### config.mk
export PLATFORM = sky130hd
export DESIGN_NAME = gsm_ctrl
export DESIGN_NICKNAME = d
export VERILOG_FILES = /design/src/rtl/gsm_pkg.sv /design/src/rtl/gsm_ctrl.sv
export SDC_FILE = /design/constraint.sdc
export NUM_CORES = 1
export LEC_CHECK = 0
export BUFFER_PORTS_ARGS = -buffer_cell sky130_fd_sc_hd__buf_2
export CORE_MARGIN = 2
export CORE_UTILIZATION = 23
export DETAILED_ROUTE_END_ITERATION = 10
export PLACE_DENSITY = 0.52
export SYNTH_ARGS = -nofsm -noshare
export SYNTH_HDL_FRONTEND = slang
export SYNTH_SLANG_ARGS = --single-unit
### constraint.sdc
create_clock -name clk_i -period 1.5 [get_ports clk_i]
set_input_delay 0.3 -clock clk_i [delete_from_list [all_inputs] [get_ports clk_i]]
set_output_delay 0.3 -clock clk_i [all_outputs]
set_load 0.05 [all_outputs]
### src/rtl/gsm_pkg.sv
// Shared types and constants for the generational slot map.
package gsm_pkg;

  localparam int CAPACITY   = 1024;
  localparam int VALUE_BITS = 32;
  localparam int GEN_BITS   = 16;

  typedef enum logic [1:0] {
    FUNC_INSERT = 2'd0,
    FUNC_ERASE  = 2'd1,
    FUNC_LOOKUP = 2'd2
  } gsm_func_e;

  typedef enum logic [1:0] {
    ST_OK    = 2'd0,
    ST_STALE = 2'd1,
    ST_FULL  = 2'd2
  } gsm_status_e;

  typedef enum logic [3:0] {
    S_CLEAR,
    S_IDLE,
    S_Q_RD,
    S_META_RD,
    S_INS_WR,
    S_KEY_RD,
    S_KEY_CHK,
    S_VAL,
    S_RESULT
  } gsm_state_e;

  typedef struct packed {
    logic [1:0]  func;
    logic [9:0]  key_index;
    logic [15:0] key_generation;
    logic [31:0] value;
  } gsm_req_t;

  typedef struct packed {
    logic [1:0]  status;
    logic [9:0]  handle_index;
    logic [15:0] handle_generation;
    logic [31:0] read_value;
  } gsm_rsp_t;

  typedef struct packed {
    logic clr_wr;
    logic cap_req;
    logic res_full;
    logic res_stale;
    logic q_rd;
    logic meta_rd;
    logic ins_wr;
    logic key_rd;
    logic ers_wr;
    logic look_rd;
    logic val_cap;
    logic out_load;
  } gsm_cmd_t;

  typedef struct packed {
    logic       clr_done;
    logic [1:0] new_func;
    logic       new_idx_bad;
    logic       free_empty;
    logic       hit;
    logic       is_erase;
    logic       out_free;
  } gsm_sts_t;

endpackage

### src/rtl/gsm_ctrl.sv
// Controller state machine that sequences the slot map operations.
module gsm_ctrl
  import gsm_pkg::*;
(
  input  logic     clk_i,
  input  logic     rst_ni,
  input  logic     in_valid_i,
  output logic     in_stall_o,
  input  gsm_sts_t sts_i,
  output gsm_cmd_t cmd_o
);

  gsm_state_e state_q, state_d;

  always_ff @(posedge clk_i or negedge rst_ni) begin
    if (!rst_ni) begin
      state_q <= S_CLEAR;
    end else begin
      state_q <= state_d;
    end
  end

  always_comb begin
    state_d    = state_q;
    cmd_o      = '0;
    in_stall_o = (state_q != S_IDLE);
    unique case (state_q)
      S_CLEAR: begin
        cmd_o.clr_wr = 1'b1;
        if (sts_i.clr_done) begin
          state_d = S_IDLE;
        end
      end
      S_IDLE: begin
        if (in_valid_i) begin
          cmd_o.cap_req = 1'b1;
          unique case (sts_i.new_func)
            FUNC_INSERT: begin
              if (sts_i.free_empty) begin
                cmd_o.res_full = 1'b1;
                state_d        = S_RESULT;
              end else begin
                state_d = S_Q_RD;
              end
            end
            FUNC_ERASE, FUNC_LOOKUP: begin
              if (sts_i.new_idx_bad) begin
                cmd_o.res_stale = 1'b1;
                state_d         = S_RESULT;
              end else begin
                state_d = S_KEY_RD;
              end
            end
            default: begin
              cmd_o.res_stale = 1'b1;
              state_d         = S_RESULT;
            end
          endcase
        end
      end
      S_Q_RD: begin
        cmd_o.q_rd = 1'b1;
        state_d    = S_META_RD;
      end
      S_META_RD: begin
        cmd_o.meta_rd = 1'b1;
        state_d       = S_INS_WR;
      end
      S_INS_WR: begin
        cmd_o.ins_wr = 1'b1;
        state_d      = S_RESULT;
      end
      S_KEY_RD: begin
        cmd_o.key_rd = 1'b1;
        state_d      = S_KEY_CHK;
      end
      S_KEY_CHK: begin
        priority if (!sts_i.hit) begin
          cmd_o.res_stale = 1'b1;
          state_d         = S_RESULT;
        end else if (sts_i.is_erase) begin
          cmd_o.ers_wr = 1'b1;
          state_d      = S_RESULT;
        end else begin
          cmd_o.look_rd = 1'b1;
          state_d       = S_VAL;
        end
      end
      S_VAL: begin
        cmd_o.val_cap = 1'b1;
        state_d       = S_RESULT;
      end
      S_RESULT: begin
        if (sts_i.out_free) begin
          cmd_o.out_load = 1'b1;
          state_d        = S_IDLE;
        end
      end
      default: begin
        state_d = S_IDLE;
      end
    endcase
  end

endmodule

== After elaboration in Yosys (flattened, before gate mapping) ==
Cells that the tools add are included.
Word-level totals
  flip-flop bits (word level): 4
  latch bits: 0
  bits in writable memories: 0
  ROM bits: 0
  bits of input ports: 11
  output and inout bits: 13
  logic and storage cells: 49
  memories kept: 0
Cells by class
  $add $sub $neg: 0
  multiply operators: 0
  divide/modulo/power cells: 0
  magnitude comparators: 0
  eq/ne operators: 14
  shifts and indexed selects: 0
  mux-type cells: 29
  bitwise logic cells: 0
  reduce and logical (&&, ||, !) cells: 5
Operator list (count)
  case mux 4 bit (8 select lines): 1
  two-way mux 4 bit: 7
  == test 4 x 3 -> 1 bit, second input constant: 4
  two-way mux 1 bit: 14
  == test 4 x 2 -> 1 bit, second input constant: 2
  case mux 4 bit (2 select lines): 1
  two-way mux 2 bit: 3
  inequality test 2 bit, second input constant: 3
  == test 4 x 1 -> 1 bit, second input constant: 1
  == test 4 bit, second input constant: 1
  logical NOT 4 bit: 1
  inequality test 4 x 1 -> 1 bit, second input constant: 1
  case mux 1 bit (2 select lines): 2
  OR reduction 2 bit: 2
  two-way mux 3 bit: 1
  AND reduction 3 bit: 1
  == test 2 x 1 -> 1 bit, second input constant: 1
  == test 2 bit, second input constant: 1
  logical NOT 2 bit: 1

== Longest topological paths before layout ==
  depth after elaboration: 5
  depth in mapped cells: 5
  mapped depth without buffers: 5

== Worst setup path before layout ==
Ideal clock, no wire load.
  path type: register to output
  start point: register state_q[1]
  end point: output port cmd_o[11] (netlist bit)
  data arrival time: 2.101 ns
  data required time: 1.200 ns
  setup slack: -0.901 ns
  stages on the path, launching flop included: 3
  path buffers: 1
  cell sequence: dfrtp_1 buf_4 nor4_1
RTL lines
  from (decl): RTL line gsm_ctrl.sv:13  | gsm_state_e state_q, state_d;
  from (signal assigned): RTL line gsm_ctrl.sv:19  | state_q <= state_d;
  to (decl): RTL line gsm_ctrl.sv:10  | output gsm_cmd_t cmd_o

==> results_dict.tcl <==
set metrics [dict create \
    num-fill-cells 201 \
    top_register "state_q" \
    path_class "reg2out" \
    overflow 0 \
    async_flop_share_pct 100.0 \
    critPathMaxFanout 3 \
    p_leak_nw 0.4913 \
    clockRootBuffer "clkbuf_4" \
    hold_violations 0 \
    worstPathCellList "buf_6 -> buf_6 -> or2b_4 -> nor3b_4 -> buf_6" \
    whs_ns 0.3258 \
    crit_buf_inv 3 \
    ys_top_cells_by_area "dfrtp_1, nor2b_1, inv_1" \
    synth_top_family_by_area "simple AND/OR/NAND/NOR gates" \
    numCtsBuffers 3 \
    synth_cell_types 31 \
    synthSimpleGateAreaFrac_pct 37.63 \
    fin_crit_sh_pct 123.8 \
    fin_ws_ns -0.3572 \
    drt_iter0_drc 7 \
    synth_compound_area_share_pct 18.42 \
    register_area_sq_um 102.6 \
    worstRegToRegCells 7 \
    cts.sinks 4 \
    largest_reg_flops 4 \
    worst_pin_slew_ns 0.2761 \
    cp_slowest_stage_delay_ns 0.42 \
    synth_top_area_share_pct 21.05 \
    first_pass_iters 3 \
    layout_min_cycle_time_ns 1.857 \
    synth_common_cells "inv_1, nand2_1, nor2b_1, dfrtp_1" \
    clock.fmax_mhz 538.4 \
    synth_edf_count 0 \
    boundaryPins 24 \
    die_h_microns 49.47 \
    multiInputGateArea_sq_um 439.2 \
    wl_per_cell_microns 11.34 \
    drive_gt1_share_pct 71.03 \
    portBuffers 23 \
    min_path_type "in2reg" \
    crit_arrival_ns 1.56 \
    ys_seq_elements 4 \
    wirelength_mm 1.520 \
    num_rows 16 \
    synth_flop_cell "dfrtp_1" \
    reg.largest.list "state_q: 4 flops" \
    drv_slew 0 \
    synth_fa_ha_area_share_pct 5.263 \
    cp.depth 5 \
    die_area_sq_um 2447 \
    synth_warnings 0 \
    crit_path_frequent_cell "buf_6" \
    yosys.area.top_type "dfrtp_1" \
    viasPerCell 4.522 \
    final_nets 122 \
    area_growth_pct 124.7 \
    grt_max_degree 8 \
    place_congestion 0.7370 \
    path_clk_slew_ns 0.04 \
    fin_util_pct 54.46 \
    syn_nets 72 \
    detail-route-antenna-nets 0 \
    fin_tns_setup_ns -3.292 \
    hpwl_mm 1.084 \
    track_usage_pct 13.18 \
    fin_skew_ns 0.009233 \
    critPathRequiredTime_ns 1.20 \
    seq_area_frac_synth_pct 21.05 \
    syn-cell-area_sq_um 475.5 \
    place_inst 120 \
    synth_mux_area_share_pct 4.211 \
    peakVddDrop_v 0.001205 \
    grt_pass1_wl_mm 2.635 \
    antenna_cells 0 \
    start_kind "flip-flop" \
    p_per_area_nw_per_um2 1765 \
    initial_core_util_pct 24.23 \
    crit_path_end_kind "output port" \
    rsz0062_at_grt "true" \
    clk_latency_ns 0.24 \
    instances_no_fill 134 \
    h-tree-depth 1 \
    violations "negative setup slack" \
    antenna_found_initial 0 \
    drc 0 \
    syn-instance-count 59 \
    status "finished with violations" \
    slew_headroom_pct 81.52 \
    finalPower_mw 1.886 \
    core_sq_um 1962 \
    cp_slowest_cell "dfrtp_2" \
    cts_tree "yes" \
    finalSetupViolations 14 \
    cp_top_family "simple AND/OR/NAND/NOR gates" \
    clockBufferDepth 2 \
    maxCapViolations 0 \
    grt_pass1_vias 638 \
    via_count 606 \
    whs_path_depth 2 \
    syn_avg_cell_area_sq_um 8.059 \
    synth-xor-area-share_pct 1.842 \
    synth_most_common_cell "inv_1" \
    die_w_microns 49.47 \
]
[area by class of cell]
class / instances / share of cell area [%]
well taps: 27 / 3.162
repair buffers: 49 / 41.57
inverters: 7 / 2.459
multi-input cells: 44 / 41.10
clock buffers: 3 / 2.108
flip-flops and latches: 4 / 9.602
[worst register-to-register path, stage by stage, from the launching register on]
cell,delay (ns)
dfrtp_2,0.42
buf_6,0.13
buf_6,0.11
or2b_4,0.28
buf_12,0.14
buf_6,0.10
a211o_1,0.28
o221ai_2,0.06
[worst paths after layout]
kind,from,end,slack [ns]
setup / recovery,state_q[3],cmd_o[4],-0.36
hold / removal,sts_i[0],state_q[3],0.33
setup reg to reg,state_q[3],state_q[3],-0.10
hold reg to reg,state_q[1],state_q[2],0.76
max in group asynchronous,rst_ni,state_q[3],0.97
min in group asynchronous,rst_ni,state_q[2],0.40
[placed cells by master (no fill, tap or decap), types with 2 or more instances in the layout]
| cell type | instances |
|---|---|
| buf_4 | 18 |
| buf_6 | 15 |
| buf_2 | 10 |
| inv_1 | 4 |
| nor2b_1 | 4 |
| buf_8 | 4 |
| nand2_2 | 3 |
| inv_2 | 3 |
| nand2_1 | 3 |
| clkbuf_4 | 3 |
| nor3b_4 | 2 |
| nor3_4 | 2 |
| and3_4 | 2 |
| a22oi_1 | 2 |
| a21oi_1 | 2 |
| mux2i_1 | 2 |
| ha_1 | 2 |
| dfrtp_1 | 2 |
| dfrtp_2 | 2 |
[per-layer routing]
| layer | share of wire [%] | global-route usage (%) | vias up |
|---|---|---|---|
| met5 | 0 | 0 | - |
| met4 | 0 | 4.167 | 0 |
| met3 | 4.9 | 1.212 | 0 |
| met2 | 54 | 24.10 | 17 |
| met1 | 41 | 16.17 | 283 |
| li1 | - | - | 306 |
[what timing repair did]
action / CTS / global route
setup buffers: 8 / 5
hold buffers: 1 / 0
hold endpoints to repair: 4 / 0
pin swaps: 9 / 5
endpoints found under the setup margin: 13 / 15
resized for setup: 42 / 9
gates cloned: 0 / 0
[per-stage QoR]
| step | instance area [sq um] | worst slack [ns] |
|---|---|---|
| after floorplan | 550.5 | -0.2312 |
| after global placement | 783.3 | -0.2379 |
| after detailed placement | 783.3 | -0.2460 |
| after CTS | 1005 | -0.3560 |
| after global routing | 1069 | -0.4178 |
| final | 1069 | -0.3572 |
[power by group]
group / switching [mW] / total [mW] / internal, mW / leakage (nW)
registers: 0.0502 / 0.200 / 0.150 / 0.0492
clock network: 0.0466 / 0.136 / 0.0896 / 0.0138
logic: 0.789 / 1.55 / 0.760 / 0.428
total: 0.885 / 1.89 / 1.00 / 0.491
[cells by family (layout without fill, tap and decap cells)]
group | Yosys count | count (layout)
DFF | 4 | 4
adders and majority gates | 2 | 2
and+or+nand+nor | 28 | 28
buffers and inverters | 11 | 59
muxes | 2 | 2
xor gates and xnor gates | 1 | 1
AOI/OAI and AO/OA | 11 | 11
(Power assumes the default switching activity.)
